## src/rsps_pkg.sv

```systemverilog
// Package for the radar sweep pixel shader: item types, color constants and shading helpers.
`default_nettype none

package rsps_pkg;

    localparam int          TARGET_SLOTS_DFLT = 3;
    localparam logic [10:0] SCREEN_WIDTH      = 11'd240;
    localparam logic [10:0] CENTER            = 11'd120;
    localparam logic [7:0]  TAIL_LEN          = 8'd24;

    localparam logic [15:0] COL_BLACK  = 16'h0000;
    localparam logic [15:0] COL_BRIGHT = 16'hE007;
    localparam logic [15:0] COL_DIM    = 16'h2003;
    localparam logic [15:0] COL_FAINT  = 16'h6001;

    // distance thresholds on k = radius_code - 1 (dist = k*110/254)
    localparam logic [7:0] K_FAR3 = 8'd7;     // dist > 3
    localparam logic [7:0] K_FAR5 = 8'd12;    // dist > 5
    // |dist - ring| < 1.2 for rings at 1/3, 2/3 and 3/3 of the radius
    localparam logic [7:0] RING1_LO = 8'd82;
    localparam logic [7:0] RING1_HI = 8'd87;
    localparam logic [7:0] RING2_LO = 8'd167;
    localparam logic [7:0] RING2_HI = 8'd172;
    localparam logic [7:0] RING3_LO = 8'd252;

    typedef enum logic [1:0] {
        OP_SHADE  = 2'd0,
        OP_TARGET = 2'd1,
        OP_SWEEP  = 2'd2,
        OP_NOP    = 2'd3
    } t_op;

    typedef enum logic [1:0] {
        SIGN_ZERO = 2'b00,
        SIGN_POS  = 2'b01,
        SIGN_NEG  = 2'b10
    } t_sign;

    typedef struct packed {
        t_op        op;
        logic [7:0] x;
        logic [7:0] y;
        logic [7:0] rc;
        logic [7:0] ang;
        logic [7:0] sweep;
        logic [1:0] slot;
        logic       active;
        logic [7:0] dot_x;
        logic [7:0] dot_y;
        logic [7:0] level;
    } t_item;

    typedef struct packed {
        logic       active;
        logic [7:0] x;
        logic [7:0] y;
        logic [5:0] green;
    } t_target;

    // byte-swapped RGB565 word with only the green field set
    function automatic logic [15:0] green_word(input logic [5:0] g);
        logic [15:0] w;
        w = {5'b0, g, 5'b0};
        return {w[7:0], w[15:8]};
    endfunction

    // floor(level*63/255), divide by 255 via (v + (v>>8) + 1) >> 8
    function automatic logic [5:0] level_to_green(input logic [7:0] level);
        logic [14:0] v;
        logic [14:0] s;
        v = 15'(level) * 15'd63;
        s = v + (v >> 8) + 15'd1;
        return s[13:8];
    endfunction

    // green field of the tail, indexed by steps behind the sweep
    function automatic logic [5:0] tail_green(input logic [4:0] b);
        logic [5:0] g;
        case (b)
            5'd1:    g = 6'd60;
            5'd2:    g = 6'd57;
            5'd3:    g = 6'd55;
            5'd4:    g = 6'd52;
            5'd5:    g = 6'd50;
            5'd6:    g = 6'd47;
            5'd7:    g = 6'd45;
            5'd8:    g = 6'd42;
            5'd9:    g = 6'd40;
            5'd10:   g = 6'd37;
            5'd11:   g = 6'd35;
            5'd12:   g = 6'd32;
            5'd13:   g = 6'd30;
            5'd14:   g = 6'd27;
            5'd15:   g = 6'd25;
            5'd16:   g = 6'd22;
            5'd17:   g = 6'd20;
            5'd18:   g = 6'd17;
            5'd19:   g = 6'd15;
            5'd20:   g = 6'd12;
            5'd21:   g = 6'd9;
            5'd22:   g = 6'd7;
            5'd23:   g = 6'd4;
            5'd24:   g = 6'd2;
            default: g = 6'd0;
        endcase
        return g;
    endfunction

    // exact sign of (u - b*sqrt(3)) by comparing squares
    function automatic t_sign r3_sign(input logic signed [10:0] u,
                                      input logic signed [10:0] b);
        logic [9:0]  ua;
        logic [9:0]  ba;
        logic [21:0] uu;
        logic [19:0] bsq;
        logic [21:0] bb;
        t_sign       r;
        ua  = u[10] ? 10'(-u) : 10'(u);
        ba  = b[10] ? 10'(-b) : 10'(b);
        uu  = 22'(20'(ua) * 20'(ua));
        bsq = 20'(ba) * 20'(ba);
        bb  = 22'(bsq) + {1'b0, bsq, 1'b0};
        if (!u[10] && (b[10] || b == 11'sd0)) begin
            r = (u == 11'sd0 && b == 11'sd0) ? SIGN_ZERO : SIGN_POS;
        end else if ((u[10] || u == 11'sd0) && !b[10]) begin
            r = SIGN_NEG;
        end else if (!u[10]) begin
            r = (uu > bb) ? SIGN_POS : ((uu < bb) ? SIGN_NEG : SIGN_ZERO);
        end else begin
            r = (uu > bb) ? SIGN_NEG : ((uu < bb) ? SIGN_POS : SIGN_ZERO);
        end
        return r;
    endfunction

endpackage

`default_nettype wire

```

## src/radar_sweep_pixel_shader_unit.sv

```systemverilog
// Radar sweep pixel shader: input register, one-pass shading logic, result register.
//
// Input channel (i_in_valid / o_in_stall) carries one request per transfer:
//   shade a pixel, write a target dot entry, or set the sweep position.
// Output channel (o_out_valid / i_out_stall) carries one pixel color per
//   shade request; the other requests give no output transfer.
// A request is held in the input register, where it is shaded or
//   written to the target table / sweep register; a shade result is then
//   registered in the result register, which drives o_pixel_color.
// Throughput is one request per cycle unless a stalled result holds the input,
//   set by the single shading pass between the input and result registers.
// A table or sweep write takes effect for the very next request.
// When the receiver stalls, the result register holds; a shade request waiting
//   behind it stalls the input, while table and sweep writes keep flowing.
// Reset (synchronous, active low) empties both registers, clears the sweep
//   position and marks every target entry inactive.
`default_nettype none

module radar_sweep_pixel_shader_unit #(
    parameter int TARGET_SLOTS = rsps_pkg::TARGET_SLOTS_DFLT
) (
    input  wire logic        i_clk,
    input  wire logic        i_rst_n,
    input  wire logic        i_in_valid,
    output logic             o_in_stall,
    input  wire logic [1:0]  i_operation,
    input  wire logic [7:0]  i_pixel_x,
    input  wire logic [7:0]  i_pixel_y,
    input  wire logic [7:0]  i_radius_code,
    input  wire logic [7:0]  i_angle_code,
    input  wire logic [7:0]  i_sweep_code,
    input  wire logic [1:0]  i_slot,
    input  wire logic        i_dot_active,
    input  wire logic [7:0]  i_dot_x,
    input  wire logic [7:0]  i_dot_y,
    input  wire logic [7:0]  i_dot_level,
    output logic             o_out_valid,
    input  wire logic        i_out_stall,
    output logic [15:0]      o_pixel_color
);

    rsps_pkg::t_item   r_s1;
    logic              r_s1_vld;
    logic              n_s1_vld;
    logic [7:0]        r_sweep;
    rsps_pkg::t_target r_tgt [TARGET_SLOTS];
    logic              r_out_vld;
    logic              n_out_vld;
    logic [15:0]       r_color;
    logic [15:0]       n_color;

    logic in_xfer;
    logic out_free;
    logic s1_adv;
    logic s1_shade;

    assign s1_shade   = (r_s1.op == rsps_pkg::OP_SHADE);
    assign out_free   = !r_out_vld || !i_out_stall;
    assign s1_adv     = r_s1_vld && (!s1_shade || out_free);
    assign o_in_stall = r_s1_vld && !s1_adv;
    assign in_xfer    = i_in_valid && !o_in_stall;

    assign n_s1_vld  = in_xfer || (r_s1_vld && !s1_adv);
    assign n_out_vld = (s1_adv && s1_shade) || (r_out_vld && i_out_stall);

    // shading pass
    logic               [7:0]  k;
    logic               [7:0]  ahead;
    logic               [7:0]  behind;
    logic                      far3;
    logic                      far5;
    logic signed        [10:0] px;
    logic signed        [10:0] py;
    logic                      ray_a;
    logic                      ray_b;
    logic                      ring;
    logic               [15:0] base;

    always_comb begin
        k      = r_s1.rc - 8'd1;
        ahead  = r_s1.ang - r_sweep;
        behind = r_sweep - r_s1.ang;
        far3   = (k >= rsps_pkg::K_FAR3);
        far5   = (k >= rsps_pkg::K_FAR5);
        px     = $signed(11'(r_s1.x)) - $signed(rsps_pkg::CENTER);
        py     = $signed(11'(r_s1.y)) - $signed(rsps_pkg::CENTER);
        ray_a  = (rsps_pkg::r3_sign(px - 11'sd3, py) == rsps_pkg::SIGN_NEG)
              && (rsps_pkg::r3_sign(px + 11'sd3, py) == rsps_pkg::SIGN_POS)
              && (rsps_pkg::r3_sign(-py, px) == rsps_pkg::SIGN_NEG);
        ray_b  = (rsps_pkg::r3_sign(-11'sd3 - px, py) == rsps_pkg::SIGN_NEG)
              && (rsps_pkg::r3_sign(11'sd3 - px, py) == rsps_pkg::SIGN_POS)
              && (rsps_pkg::r3_sign(py, px) == rsps_pkg::SIGN_POS);
        ring   = (k >= rsps_pkg::RING1_LO && k <= rsps_pkg::RING1_HI)
              || (k >= rsps_pkg::RING2_LO && k <= rsps_pkg::RING2_HI)
              || (k >= rsps_pkg::RING3_LO);

        if (r_s1.rc == 8'd0) begin
            base = rsps_pkg::COL_BLACK;
        end else if ((ahead <= 8'd1 || ahead >= 8'd254) && far3) begin
            base = rsps_pkg::COL_BRIGHT;
        end else if (behind != 8'd0 && behind <= rsps_pkg::TAIL_LEN && far3) begin
            base = rsps_pkg::green_word(rsps_pkg::tail_green(behind[4:0]));
        end else if (far5 && (ray_a || ray_b)) begin
            base = rsps_pkg::COL_DIM;
        end else if (ring) begin
            base = rsps_pkg::COL_FAINT;
        end else begin
            base = rsps_pkg::COL_BLACK;
        end
    end

    // target dots, max-merged over the slots
    logic signed [8:0]  dx;
    logic signed [8:0]  dy;
    logic signed [3:0]  dxn;
    logic signed [3:0]  dyn;
    logic        [5:0]  d2;
    logic        [15:0] dot_c;

    always_comb begin
        n_color = base;
        dx      = '0;
        dy      = '0;
        dxn     = '0;
        dyn     = '0;
        d2      = '0;
        dot_c   = '0;
        for (int s = 0; s < TARGET_SLOTS; s++) begin
            dx    = $signed({1'b0, r_s1.x}) - $signed({1'b0, r_tgt[s].x});
            dy    = $signed({1'b0, r_s1.y}) - $signed({1'b0, r_tgt[s].y});
            dxn   = dx[3:0];
            dyn   = dy[3:0];
            d2    = 6'(dxn * dxn) + 6'(dyn * dyn);
            dot_c = rsps_pkg::green_word(r_tgt[s].green);
            if (r_tgt[s].active && 11'(r_s1.x) < rsps_pkg::SCREEN_WIDTH
                && dx >= -9'sd4 && dx <= 9'sd4 && dy >= -9'sd4 && dy <= 9'sd4
                && d2 <= 6'd16 && dot_c > n_color) begin
                n_color = dot_c;
            end
        end
    end

    // control registers
    always_ff @(posedge i_clk) begin
        if (!i_rst_n) begin
            r_s1_vld  <= 1'b0;
            r_out_vld <= 1'b0;
            r_sweep   <= 8'd0;
            for (int s = 0; s < TARGET_SLOTS; s++) begin
                r_tgt[s].active <= 1'b0;
            end
        end else begin
            r_s1_vld  <= n_s1_vld;
            r_out_vld <= n_out_vld;
            if (s1_adv && r_s1.op == rsps_pkg::OP_SWEEP) begin
                r_sweep <= r_s1.sweep;
            end
            for (int s = 0; s < TARGET_SLOTS; s++) begin
                if (s1_adv && r_s1.op == rsps_pkg::OP_TARGET && 32'(r_s1.slot) == s) begin
                    r_tgt[s].active <= r_s1.active;
                    r_tgt[s].x      <= r_s1.dot_x;
                    r_tgt[s].y      <= r_s1.dot_y;
                    r_tgt[s].green  <= rsps_pkg::level_to_green(r_s1.level);
                end
            end
        end
    end

    // payload registers
    always_ff @(posedge i_clk) begin
        if (in_xfer) begin
            r_s1 <= '{op:     rsps_pkg::t_op'(i_operation),
                      x:      i_pixel_x,
                      y:      i_pixel_y,
                      rc:     i_radius_code,
                      ang:    i_angle_code,
                      sweep:  i_sweep_code,
                      slot:   i_slot,
                      active: i_dot_active,
                      dot_x:  i_dot_x,
                      dot_y:  i_dot_y,
                      level:  i_dot_level};
        end
        if (s1_adv && s1_shade) begin
            r_color <= n_color;
        end
    end

    assign o_out_valid   = r_out_vld;
    assign o_pixel_color = r_color;

    // writes and no-ops never wait on the output side
    a_nonshade_flows: assert property (@(posedge i_clk) disable iff (!i_rst_n)
        r_s1_vld && !s1_shade |-> !o_in_stall)
        else $error("non-shade request blocked the input");

    // input stalls only behind a shade waiting on a stalled result
    a_stall_cause: assert property (@(posedge i_clk) disable iff (!i_rst_n)
        o_in_stall |-> r_s1_vld && s1_shade && r_out_vld && i_out_stall)
        else $error("input stalled without cause");

    // a new result only comes from a shade request
    a_result_src: assert property (@(posedge i_clk) disable iff (!i_rst_n)
        $past(i_rst_n) && r_out_vld && !$past(r_out_vld && i_out_stall)
        |-> $past(r_s1_vld && s1_shade))
        else $error("result without shade request");

    // the sweep position moves only on a sweep transfer
    a_sweep_src: assert property (@(posedge i_clk) disable iff (!i_rst_n)
        $past(i_rst_n) && r_sweep != $past(r_sweep)
        |-> $past(s1_adv && r_s1.op == rsps_pkg::OP_SWEEP))
        else $error("sweep position changed without a sweep transfer");

endmodule

`default_nettype wire

```

## config.mk

```make
export PLATFORM = sky130hd
export DESIGN_NAME = radar_sweep_pixel_shader_unit
export DESIGN_NICKNAME = d
export VERILOG_FILES = /design/src/rsps_pkg.sv /design/src/radar_sweep_pixel_shader_unit.sv
export SDC_FILE = /design/constraint.sdc
export NUM_CORES = 1
export LEC_CHECK = 0
export ABC_AREA = 1
export BUFFER_PORTS_ARGS = -buffer_cell sky130_fd_sc_hd__buf_2
export CAP_MARGIN = 20
export CORE_MARGIN = 8
export CORE_UTILIZATION = 45
export CTS_CLUSTER_SIZE = 24
export DETAILED_ROUTE_END_ITERATION = 6
export PLACE_DENSITY = 0.7
export SLEW_MARGIN = 15
export SYNTH_ARGS = -nofsm -noshare
export SYNTH_HDL_FRONTEND = slang
export SYNTH_SLANG_ARGS = --single-unit
```

## constraint.sdc

```tcl
create_clock -name i_clk -period 31.8 [get_ports i_clk]
set_clock_uncertainty 0.05 [all_clocks]
set_input_delay 6.36 -clock i_clk [delete_from_list [all_inputs] [get_ports i_clk]]
set_output_delay 6.36 -clock i_clk [all_outputs]
set_load 0.05 [all_outputs]
```

[Yosys cells after proc, flatten, opt, wreduce, memory -nomap -nowiden]
Memories as Yosys holds them, arrays and structs flattened.
Index checks and enable logic that the tools add are counted.
Operators by class
  div/mod/pow operators: 0
  $lt $le $gt $ge: 41
  shift-type cells: 0
  add/sub/neg operators: 29
  bitwise gates (word level): 3
  reductions and logical operators: 97
  multiplexer cells: 76
  equality and inequality tests: 10
  multipliers: 15
Operators with widths (number)
  multiplier 10 x 10 -> 20 bit: 8
  > comparator 20 x 22 -> 1 bit: 6
  less-than comparator 20 x 22 -> 1 bit: 6
  two-way mux 16 bit: 6
  logical NOT 11 bit: 7
  two-way mux 2 bit: 36
  two-way mux 10 bit: 7
  logical AND 1 bit: 59
  >= comparator 9 x 3 -> 1 bit, second input constant: 6
  less-or-equal comparator 9 x 4 -> 1 bit, second input constant: 6
  subtractor 8 x 8 -> 9 bit: 6
  negation 10 bit: 5
  > comparator 16 bit: 3
  adder 20 x 21 -> 22 bit: 2
  multiplier 4 x 4 -> 6 bit: 6
  two-way mux 15 bit: 2
  two-way mux 1 bit: 25
  >= comparator 8 bit, second input constant: 3
  subtractor 3 x 9 -> 10 bit, first input constant: 2
  adder 6 bit: 3
  less-or-equal comparator 6 x 5 -> 1 bit, second input constant: 3
  subtractor 8 x 7 -> 9 bit, second input constant: 2
  subtractor 8 bit: 2
  logical OR 1 bit: 15
  23 further kinds: 45
Storage, ports and cells
  bits of input ports: 73
  bits in latches: 0
  output and inout bits: 18
  memories: 2
  word-level logic and storage cells: 289
  memory bits (read-only): 192
  memory bits (writable): 69
  register bits after elaboration: 95
Memory list
  (name not given): depth 32, bits a word 6, read ports 1, clocked after Yosys merged registers in 0, wr ports 0, line rsps_pkg.sv:79  | case (b)
  r_tgt: depth 3, bits a word 23, read ports 3, clocked after Yosys merged registers in 0, wr ports 3, line radar_sweep_pixel_shader_unit.sv:46  | rsps_pkg::t_target r_tgt [TARGET_SLOTS];

[Depth between registers and ports, before layout]
  word-level depth: 29
  depth in mapped cells: 91
  mapped depth without buffers: 90

[Worst setup path after synthesis]
Ideal clock, no wire load.
  path type: input to output
  from: input i_out_stall
  to: output o_in_stall
  cell stages on the path: 2
  data arrival time: 7.150 ns
  required time: 25.390 ns
  path slack: 18.240 ns
  buffers on the path: 0
  path through: nand2_1 > nor2_1
On the way
  word-level cells in the longest chain between the ends: 6
RTL lines
  start: declaration: line radar_sweep_pixel_shader_unit.sv:38  | input wire logic i_out_stall,
  logical NOT 1 bit: line radar_sweep_pixel_shader_unit.sv:58  | assign out_free = !r_out_vld || !i_out_stall;
  logical OR 1 bit: line radar_sweep_pixel_shader_unit.sv:58
  logical OR 1 bit: line radar_sweep_pixel_shader_unit.sv:59  | assign s1_adv = r_s1_vld && (!s1_shade || out_free);
  logical AND 1 bit: line radar_sweep_pixel_shader_unit.sv:59
  logical NOT 1 bit: line radar_sweep_pixel_shader_unit.sv:60  | assign o_in_stall = r_s1_vld && !s1_adv;
  logical AND 1 bit: line radar_sweep_pixel_shader_unit.sv:60
  end: declaration: line radar_sweep_pixel_shader_unit.sv:25  | output logic o_in_stall,
No other way between the ends.

[Worst setup path after layout]
  from: register r_s1[51] (netlist name)
  to: register r_color[2], in the netlist o_pixel_color[2], data pin
On the way
  word-level cells in the longest chain between the ends: 29
  elaborated cells on any way between the ends: 145
  classes of those cells: 10 x add/sub; 6 x mul; 24 x order compare; 6 x eq/ne; 57 x mux; 42 x reduce/logical
RTL lines
  start: declaration: line radar_sweep_pixel_shader_unit.sv:42  | rsps_pkg::t_item r_s1;
  start signal: assignment: line radar_sweep_pixel_shader_unit.sv:172  | r_s1 <= '{op: rsps_pkg::t_op'(i_operation),
  subtractor 8 x 7 -> 9 bit: line radar_sweep_pixel_shader_unit.sv:86  | py = $signed(11'(r_s1.y)) - $signed(rsps_pkg::CENTER);
  negation 9 -> 11 bit: line rsps_pkg.sv:118, rsps_pkg.sv:119
  two-way mux 10 bit: line rsps_pkg.sv:118, rsps_pkg.sv:119
  multiplier 10 x 10 -> 20 bit: line rsps_pkg.sv:120, rsps_pkg.sv:121
  adder 20 x 21 -> 22 bit: line rsps_pkg.sv:122  | bb = 22'(bsq) + {1'b0, bsq, 1'b0};
  less-than comparator 20 x 22 -> 1 bit: line rsps_pkg.sv:128, rsps_pkg.sv:130
  two-way mux 1 bit / two-way mux 2 bit (equally long branches): line rsps_pkg.sv:130, rsps_pkg.sv:128
  two-way mux 2 bit (on tied branches): line rsps_pkg.sv:130, rsps_pkg.sv:128
  [... 14 more ...]
  two-way mux 16 bit: line radar_sweep_pixel_shader_unit.sv:135  | if (r_tgt[s].active && 11'(r_s1.x) < rsps_pkg::SCREEN_WIDTH
  > comparator 16 bit: line radar_sweep_pixel_shader_unit.sv:137  | && d2 <= 6'd16 && dot_c > n_color) begin
  logical AND 1 bit: line radar_sweep_pixel_shader_unit.sv:137
  two-way mux 16 bit: line radar_sweep_pixel_shader_unit.sv:135
  > comparator 16 bit: line radar_sweep_pixel_shader_unit.sv:137
  logical AND 1 bit: line radar_sweep_pixel_shader_unit.sv:137
  two-way mux 16 bit *: line radar_sweep_pixel_shader_unit.sv:135
  named net n_color[2]: line radar_sweep_pixel_shader_unit.sv:50  | logic [15:0] n_color;
  end signal: assignment: line radar_sweep_pixel_shader_unit.sv:185  | r_color <= n_color;
  end: declaration: line radar_sweep_pixel_shader_unit.sv:49  | logic [15:0] r_color;
The timed path passes the listed nets; every way through them passes the cells marked *.
A chain may end at the register's enable or synchronous reset.

==> reports/metrics.yaml <==
status: "finished clean"
vias_per_cell: 5.08
critPathMaxStageDelay_ps: 660
drt_iter0_markers: 1555
io_buffers: 80
overflow: 0
initial_core_util_pct: 45.3
grt_start_max_net_pins: 42
grt_usage_pct: 19.6
ys_seq_elements: 154
wire_per_inst_microns: 15.0
num_io_pins: 91
cts_setup_buffers: 0
worstSetupEndpoint: "o_pixel_color[2]$_DFFE_PP_"
path_max_fanout: 13
grt_pass1_wl_microns: 148000
synth_edf_count: 144
seq_area_frac_synth_pct: 12.2
ctsResizeCount: 0
synthTopCellsByArea: "ha_1 (21%), fa_1 (21%), edfxtp_1 (12%)"
synth.distinct_cells: 75
critPathCaptureType: "flip-flop"
post-route-drc-count: 0
ant_nets: 0
worst-r2r-setup-slack_ps: 16510
layout_common_cells: "inv_1 (1021), ha_1 (633), nand2_1 (605)"
h-tree-depth: 4
slowest_stage: "edfxtp_1"
rr_worst_depth: 77
worst_slew_pin_slew_ps: 1090
crit_start: "r_s1[51]$_DFFE_PP_"
nFillCells: 8102
finalSetupTns_ps: 0
cts.sinks: 154
synth_top_area_share_pct: 21.4
period_needed_ps: 15290
cts_max_path_buffers: 2
wl_microns: 87900
worstReg2RegEnd: "o_pixel_color[2]$_DFFE_PP_"
ys_warn_count: 0
drive_gt1_share_pct: 5.53
core_area_sq_um: 81700
async_flop_share_pct: 0
root_buffer: "clkbuf_16"
synthCells: 4637
path_class: "reg -> reg"
final_max_slew_viol_count: 0
cts_tree: "done"
required_ps: 31930
ctsHoldBuffers: 0
syn_to_final_growth_pct: 7.12
clock_latency_ps: 450
start_kind: "flip-flop"
gp_congestion: 0.924
cts_buffers: 17
fin_crit_sh_pct: 48.1
rsz0062_at_grt: "no"
hold_viol: 0
fp.dieW_microns: 303
synth.avg_cell_area_sq_um: 7.98
dr.pass1.iters: 6
vias: 29900
drv_cap: 0
hold_class: "reg -> reg"
fp.dieH_microns: 303
cts.clk_slew.worst_paths_ps: 70
arrival_ps: 15420
grt_pass1_vias: 30400
finalSetupViolations: 0
hpwl_microns: 76200
maxSlewHeadroom_pct: 26.9
rows: 105
diodes: 0
dieArea_sq_um: 91600
min_from: "r_s1[17]$_DFFE_PP_"
yosysTopAreaCell: "ha_1"
ys.flop_type: "edfxtp_1"
syn_area_sq_um: 37000
r2r-start: "r_s1[51]$_DFFE_PP_"
antenna_found_initial: 1
layout_commonest_cell: "inv_1"
fmax_mhz: 65.4
num-nets-final: 5890
-- critical path: cells and delay by family (launching register included) --
| kind | cells | cell delay [ps] |
|---|---|---|
| adder cells (fa/ha/maj) | 13 | 5010 |
| XOR/XNOR | 2 | 670 |
| flip-flops | 1 | 660 |
| AO/OA/AOI/OAI | 16 | 3390 |
| buffers and inverters | 13 | 1380 |
| AND/OR/NAND/NOR | 33 | 3790 |
-- layer usage --
| layer | track usage, % | part of all wire (%) | vias up |
|---|---|---|---|
| met5 | 0 | 0.0091 | - |
| met4 | 5.30 | 2.5 | 2 |
| met3 | 1.43 | 3.7 | 114 |
| met2 | 35.9 | 50 | 591 |
| met1 | 24.6 | 43 | 14100 |
| li1 | - | - | 15000 |
-- synthesized netlist by cell type (9+ instances only) --
| master | instances |
|---|---|
| nand2_1 | 605 |
| xnor2_1 | 81 |
| o21a_1 | 9 |
| xor2_1 | 220 |
| o21ai_0 | 132 |
| nand3_1 | 157 |
| edfxtp_1 | 144 |
| and2_1 | 12 |
| nor4_1 | 16 |
| nor3_1 | 47 |
| nand2_2 | 32 |
| clkbuf_1 | 27 |
| nand3b_1 | 14 |
| inv_2 | 18 |
| nand3_2 | 10 |
| fa_1 | 388 |
| or2_2 | 25 |
| buf_4 | 12 |
| o31ai_1 | 12 |
| a21o_1 | 15 |
| nand4_1 | 52 |
| dfxtp_1 | 10 |
| clkinv_1 | 9 |
| a31oi_1 | 12 |
| a21oi_1 | 280 |
| a211oi_1 | 18 |
| o21bai_1 | 31 |
| a31o_2 | 9 |
| inv_1 | 1022 |
| o21ai_1 | 11 |
| nor2_1 | 473 |
| ha_1 | 633 |
-- metrics by stage --
stage	setup WS, ps	hold slack [ps]	area [sq um]	utilization, %	instances
2_1_floorplan	18240	376	37300	-	4724
3_3_place_gp	16860	382	39000	47.7	5846
3_5_place_dp	16600	383	39000	47.7	5846
4_1_cts	16540	397	39600	48.5	5878
5_1_grt	15030	416	39600	48.5	5879
6_report	16510	398	39600	48.5	5879
-- worst min path at each step --
stage	cells past startpoint	slack, ps	endpoint
after floorplan	0	380	r_tgt[2][10]$_DFFE_PP_
after global placement	0	380	r_tgt[2][9]$_DFFE_PP_
after detailed placement	0	380	r_tgt[2][15]$_DFFE_PP_
after CTS	0	400	r_tgt[2][15]$_DFFE_PP_
after global routing	0	420	r_tgt[2][11]$_DFFE_PP_
final	0	400	r_tgt[2][15]$_DFFE_PP_
-- registers in the layout, summed over array words and instances (netlist names) --
register and flops:
o_out_valid 1, o_pixel_color 6, r_s1 69, r_s1_vld 1, r_sweep 8, r_tgt 69
-- final cells by class --
type	instances	area [sq um]	area share (%)
tap	1070	1340	3.38
clock buffer	21	470	1.19
timing repair buffer	99	543	1.37
clock inverter	11	183	0.461
multi-input combinational	3475	28600	72.2
sequential	154	4520	11.4
inverter	1049	3940	9.94
-- cell families (layout without fill, tap and decap cells) --
kind of cell	Yosys count	count (layout)	synth area share (%)
adders and majority gates	1021	1021	42.4
and+or+nand+nor	1470	1470	17.3
other	2	89	0.0203
buffers and inverters	1095	1180	11.3
DFF	154	154	12.2
muxes	2	2	0.0609
xor gates and xnor gates	302	302	7.20
AOI/OAI and AO/OA	591	591	9.45
Power is not shown: default switching activity piles up to over one toggle a cycle in this logic, so the estimate is an artifact.
